==> config.mk <==
export PLATFORM = sky130hd
export DESIGN_NAME = ues_angle_reduce
export DESIGN_NICKNAME = d
export VERILOG_FILES = /design/src/hw/rtl/ues_pkg.sv /design/src/hw/rtl/ues_angle_reduce.sv
export SDC_FILE = /design/constraint.sdc
export NUM_CORES = 2
export LEC_CHECK = 0
export BUFFER_PORTS_ARGS = -buffer_cell sky130_fd_sc_hd__buf_2
export CAP_MARGIN = 40
export CORE_MARGIN = 3
export CORE_UTILIZATION = 45
export DETAILED_ROUTE_END_ITERATION = 10
export PLACE_DENSITY_LB_ADDON = 0.3
export SYNTH_ARGS = -nofsm -noshare
export SYNTH_HDL_FRONTEND = slang
export SYNTH_SLANG_ARGS = --single-unit
==> constraint.sdc <==
create_clock -name clk -period 7.1 [get_ports clk]
set_input_delay 1.065 -clock clk [delete_from_list [all_inputs] [get_ports clk]]
set_output_delay 1.065 -clock clk [all_outputs]
set_load 0.05 [all_outputs]
==> src/hw/rtl/ues_pkg.sv <==
// Shared types, constants and helpers for the unicycle Euler step core.
// No dependencies.
package ues_pkg;

    localparam int WORD_W  = 32;
    localparam int ANG_W   = 34;
    localparam int MAX_TAB = 30;

    localparam int TWO_PI_Q  = 411775;
    localparam int PI_Q      = 205887;
    localparam int HALF_PI_Q = 102944;

    // floor(2^50 / 2pi) and 2^31 mod 2pi, for the reciprocal reduction
    localparam logic [31:0] RECIP_M = 32'((64'd1 << 50) / 64'(TWO_PI_Q));
    localparam int MOD_OFFSET_K = int'((64'd1 << 31) % 64'(TWO_PI_Q));

    localparam logic [15:0] STEP_RESET = 16'd655;
    localparam logic signed [ANG_W-1:0] GAIN_Q30 = 34'sd652032874;

    localparam logic [31:0] ATAN_TAB [MAX_TAB] = '{
        32'h3243F6A8, 32'h1DAC6705, 32'h0FADBAFC, 32'h07F56EA6, 32'h03FEAB76,
        32'h01FFD55B, 32'h00FFFAAA, 32'h007FFF55, 32'h003FFFEA, 32'h001FFFFD,
        32'h000FFFFF, 32'h0007FFFF, 32'h0003FFFF, 32'h0001FFFF, 32'h0000FFFF,
        32'h00007FFF, 32'h00003FFF, 32'h00001FFF, 32'h00000FFF, 32'h000007FF,
        32'h000003FF, 32'h000001FF, 32'h000000FF, 32'h0000007F, 32'h0000003F,
        32'h0000001F, 32'h0000000F, 32'h00000008, 32'h00000004, 32'h00000002
    };

    typedef struct packed {
        logic signed [WORD_W-1:0] px;
        logic signed [WORD_W-1:0] py;
        logic signed [WORD_W-1:0] th;
        logic signed [WORD_W-1:0] sp;
        logic signed [WORD_W-1:0] wr;
        logic signed [WORD_W-1:0] ac;
        logic signed [WORD_W-1:0] tc;
    } side_t;

    function automatic logic signed [ANG_W-1:0] atan_q30(input int idx);
        return signed'({2'b00, ATAN_TAB[idx]});
    endfunction

    function automatic logic signed [WORD_W-1:0] sat32(input logic signed [63:0] v);
        logic signed [WORD_W-1:0] r;
        if (v > 64'sd2147483647)
            r = 32'sh7FFF_FFFF;
        else if (v < -64'sd2147483648)
            r = 32'sh8000_0000;
        else
            r = v[WORD_W-1:0];
        return r;
    endfunction

endpackage

==> src/hw/rtl/ues_angle_reduce.sv <==
// Four-stage heading reduction to [-pi/2, pi/2] with a quadrant flag.
// Depends on ues_pkg.
module ues_angle_reduce
    import ues_pkg::*;
(
    input  logic                    clk,
    input  logic                    rst_n,
    input  logic                    adv,
    input  logic                    in_valid,
    input  side_t                   in_side,
    output logic                    out_valid,
    output logic signed [ANG_W-1:0] out_z,
    output logic                    out_neg,
    output side_t                   out_side
);

    logic [3:0]  vld_reg;
    logic [31:0] u1_reg, u2_reg;
    logic [63:0] p_reg;
    logic [32:0] qc_reg;
    logic [19:0] r_reg;
    logic signed [ANG_W-1:0] z_reg;
    logic        neg_reg;
    side_t       s1_reg, s2_reg, s3_reg, s4_reg;

    logic [31:0] u_in;
    logic [13:0] q;
    logic [19:0] r0, r1;
    logic signed [20:0] r2, r3, rs, rf;
    logic        neg_next;
    logic signed [ANG_W-1:0] z_next;
    logic [19:0] r_next;

    // Offset binary makes the floor modulo of a signed value an unsigned one
    assign u_in = {~in_side.th[31], in_side.th[30:0]};
    assign q    = p_reg[63:50];

    always_comb
    begin
        r0 = 20'(u2_reg - qc_reg[31:0]);
        r1 = (r0 >= 20'(TWO_PI_Q)) ? r0 - 20'(TWO_PI_Q) : r0;
        r2 = signed'({1'b0, r1}) - 21'(MOD_OFFSET_K);
        r3 = (r2 < 0) ? r2 + 21'(TWO_PI_Q) : r2;
        r_next = r3[19:0];
    end

    always_comb
    begin
        rs = signed'({1'b0, r_reg});
        if (rs > 21'(PI_Q))
            rs = rs - 21'(TWO_PI_Q);
        neg_next = 1'b0;
        rf = rs;
        if (rs > 21'(HALF_PI_Q))
        begin
            rf = rs - 21'(PI_Q);
            neg_next = 1'b1;
        end
        else if (rs < -21'(HALF_PI_Q))
        begin
            rf = rs + 21'(PI_Q);
            neg_next = 1'b1;
        end
        z_next = {{2{rf[20]}}, rf[17:0], 14'b0};
    end

    always_ff @(posedge clk or negedge rst_n)
    begin
        if (!rst_n)
            vld_reg <= '0;
        else if (adv)
            vld_reg <= {vld_reg[2:0], in_valid};
    end

    always_ff @(posedge clk)
    begin
        if (adv)
        begin
            u1_reg  <= u_in;
            p_reg   <= 64'(u_in) * 64'(RECIP_M);
            s1_reg  <= in_side;
            u2_reg  <= u1_reg;
            qc_reg  <= 33'(q) * 33'(TWO_PI_Q);
            s2_reg  <= s1_reg;
            r_reg   <= r_next;
            s3_reg  <= s2_reg;
            z_reg   <= z_next;
            neg_reg <= neg_next;
            s4_reg  <= s3_reg;
        end
    end

    assign out_valid = vld_reg[3];
    assign out_z     = z_reg;
    assign out_neg   = neg_reg;
    assign out_side  = s4_reg;

endmodule

==> impl_metrics.csv <==
group,metric,value,unit
floorplan,die_x,342.3,µm
logic_synthesis,yosysWarnings,0,
critical_path,timing.critical_path.fanout_max,4,
placed_design,globalplace.congestion,0.9270,
logic_synthesis,syn_area_per_cell,15.53,µm²
critical_path,cpMostUsedCell,"sky130_fd_sc_hd__fa_1",
drt,detail_route.wl_per_cell,19.78,µm
clock_network,post_cts_hold_buffer_count,0,
timing,setup_repair_after_global_routing_missed_its_margin,"yes",
drt,totalWireLength,113100,µm
drt,via_per_inst,4.812,
critical_path,timing.reg2reg.worst_path_depth,21,
placed_design,portBuffers,473,
timing,hold_viol_final,0,
timing,timing.fmax,130.0,MHz
grt,globalRouteMet2Util,0.3154,
clock_network,cts_made_buffers,96,
critical_path,crit_path_start_kind,"input port",
critical_path,cp_data_required_time,7510,ps
grt,met3_usage,0.03493,
floorplan,floorplan.core_area,111400,µm²
layout,final_common_cell,"sky130_fd_sc_hd__edfxtp_1",
grt,grt_pass1_wl,167400,µm
timing,layout_worst_path_cycle_share,1.083,
drt,ant_nets,0,
clock_network,clock_sink_count,974,
layout,final_layout_size_suffix_gt1_frac,0.2466,
grt,grtUsageMet1,0.2576,
critical_path,critical_path.startpoint,"in_side[142]",
floorplan,initial_core_util,0.4568,
logic_synthesis,synth.ff_latch_count,974,
status,run_status,"complete, but fails checks",
critical_path,worstReg2RegStart,"p_reg[52]$_DFFE_PP_",
layout,area_growth_syn_to_layout,19.81,%
status,violations_in_the_final_reports,"setup timing",
grt,grt_start_max_net_pins,196,
grt,grt_util_all_layers,0.1918,
drt,num_vias,27510,
layout,area_taken_by_multi_input_logic_gates,19330,µm²
critical_path,cp_data_arrival_time,8100,ps
logic_synthesis,synth.yosys.seq_area_share,0.5742,
floorplan,rows,122,
drt,detailedRoute.firstPassIterationCount,5,
logic_synthesis,unique_masters_post_synth,96,
critical_path,r2r_setup_slk,1120,ps
clock_network,worst_setup_hold_path_clk_slew,60,ps
timing,timing_worst_slew_pin_value,1036,ps
clock_network,cts_htree_levels,3,
grt,grt_busiest_layer,"met2",
critical_path,max_stage_delay,530,ps
run,cap_violations,0,
layout,final_cell_mix,"sky130_fd_sc_hd__edfxtp_1 (970), sky130_fd_sc_hd__inv_1 (653), sky130_fd_sc_hd__buf_2 (463)",
critical_path,cp-end-kind,"flop",
clock_network,clock_latency,670,ps
logic_synthesis,number_of_synthesized_flops_with_an_enable_pin,970,
timing,setup_violations,14,
layout,final_nets,5214,
logic_synthesis,synth_cells,3278,
timing,worst_clock_skew,42.82,ps
timing,slew_headroom,0.3095,
drt,initial_drc_count,1762,
floorplan,io_pins,488,
clock_network,tritoncts,"built",
critical_path,crit-reg2reg-capture,"qc_reg[19]$_DFFE_PP_",
layout,utilization,0.5473,
critical_path,critPathSlowestCell,"sky130_fd_sc_hd__fa_1",
hold_path,holdCritPathClass,"input port to async pin",
clock_network,ctsRootBufferMaster,"sky130_fd_sc_hd__clkbuf_16",
logic_synthesis,syn_area,50900,µm²
clock_network,clockBufferDepth,3,
grt,grt_antenna_before_repair,14,
layout,final.fill_count,9129,
grt,first_global_vias,27960,
floorplan,die_area,117200,µm²
timing,timing.final.ws_setup,-591.4,ps
layout,final-seq-area,29230,µm²
timing,report.final.slew_viol_count,0,
drt,drc,0,
timing,fin_crit,7691,ps
grt,globalRouteOverflowTotal,0,
logic_synthesis,asr_flop_ratio_synth,0.004107,
critical_path,critical_path.endpoint,"p_reg[62]$_DFFE_PP_",
placed_design,dp.final_hpwl,89370,µm
critical_path,worst-setup-path-type,"input port to flop",
floorplan,die_h,342.3,µm
logic_synthesis,prevailing_post_synth_register_cell,"sky130_fd_sc_hd__edfxtp_1",
[metrics by stage]
step | std cells | instance area, µm² | hold slack [ps] | TNS, ps | worst slack [ps]
after floorplan | 3291 | 51020 | 400.3 | -6499 | -854.0
after global placement | 5506 | 57250 | 400.0 | -16640 | -1458
after detailed placement | 5507 | 57250 | 404.5 | -17720 | -1536
after CTS | 5703 | 60750 | 173.3 | -4922 | -610.7
after global routing | 5711 | 60960 | 188.0 | -8080 | -805.6
final | 5718 | 60980 | 225.9 | -5458 | -591.4
[worst max-delay path, delay by kind of cell]
kind | cells | cell delay [ps]
adders and majority gates | 9 | 3920
AOI/OAI and AO/OA | 11 | 1790
buffers and inverters | 10 | 970
and+or+nand+nor | 2 | 250
xor gates and xnor gates | 1 | 70
[kinds of logic (layout without fill, tap and decap cells)]
| logic type | Yosys count | count (layout) | share of synthesized area |
|---|---|---|---|
| other | 1 | 23 | 0.00007368 |
| DFF | 974 | 974 | 0.5742 |
| buffers and inverters | 701 | 1631 | 0.05317 |
| AOI/OAI and AO/OA | 295 | 295 | 0.04122 |
| adders and majority gates | 845 | 845 | 0.2738 |
| xor gates and xnor gates | 133 | 133 | 0.02355 |
| and+or+nand+nor | 318 | 318 | 0.03166 |
| muxes | 11 | 11 | 0.002286 |
[area by class of cell]
class	count	area share
sequential	974	0.4793
clock buffer	117	0.04085
clock inverter	61	0.01094
tap	1488	0.03053
multi-input combinational	1616	0.3170
antenna	9	0.0003693
timing repair buffer	781	0.07926
inverter	672	0.04173
[cell usage after synthesis, drive strengths merged (15+ instances only)]
master	number	area, µm²
a31oi	21	137.6
fa	448	8969
nand2	80	300.3
inv	672	2522
o21bai	15	116.4
buf	23	161.4
xor2	39	356.6
edfxtp	970	29130
a21o	31	232.7
xnor2	94	842.1
nor2	70	262.8
ha	397	4967
nand3	33	165.2
nor3	34	181.4
a21oi	65	340.3
o21ai	51	259.0
[repair_timing]
action / CTS / global route
hold endpoints to repair: 0 / 0
buffers inserted: 20 / 7
setup endpoints to repair: 14 / 14
pin swaps: 56 / 32
resized for setup: 52 / 40
[worst min-delay path by stage]
stage,start,slack (ps),endpoint
detailed placement,s3_reg[109]$_DFFE_PP_,400,out_side[109]$_DFFE_PP_
global placement,s3_reg[214]$_DFFE_PP_,400,out_side[214]$_DFFE_PP_
floorplan,s3_reg[0]$_DFFE_PP_,400,out_side[0]$_DFFE_PP_
CTS,rst_n,170,vld_reg[0]$_DFFE_PN0P_
global route,rst_n,190,vld_reg[3]$_DFFE_PN0P_
finish,rst_n,230,vld_reg[1]$_DFFE_PN0P_
[per-layer routing]
| layer | up-vias | wire [µm] |
|---|---|---|
| met5 | - | 27 |
| met4 | 4 | 3865 |
| met3 | 177 | 6946 |
| met2 | 743 | 54740 |
| met1 | 13580 | 47500 |
| li1 | 13010 | - |
Power is not shown: default switching activity piles up to over one toggle a cycle in this logic, so the estimate is an artifact.
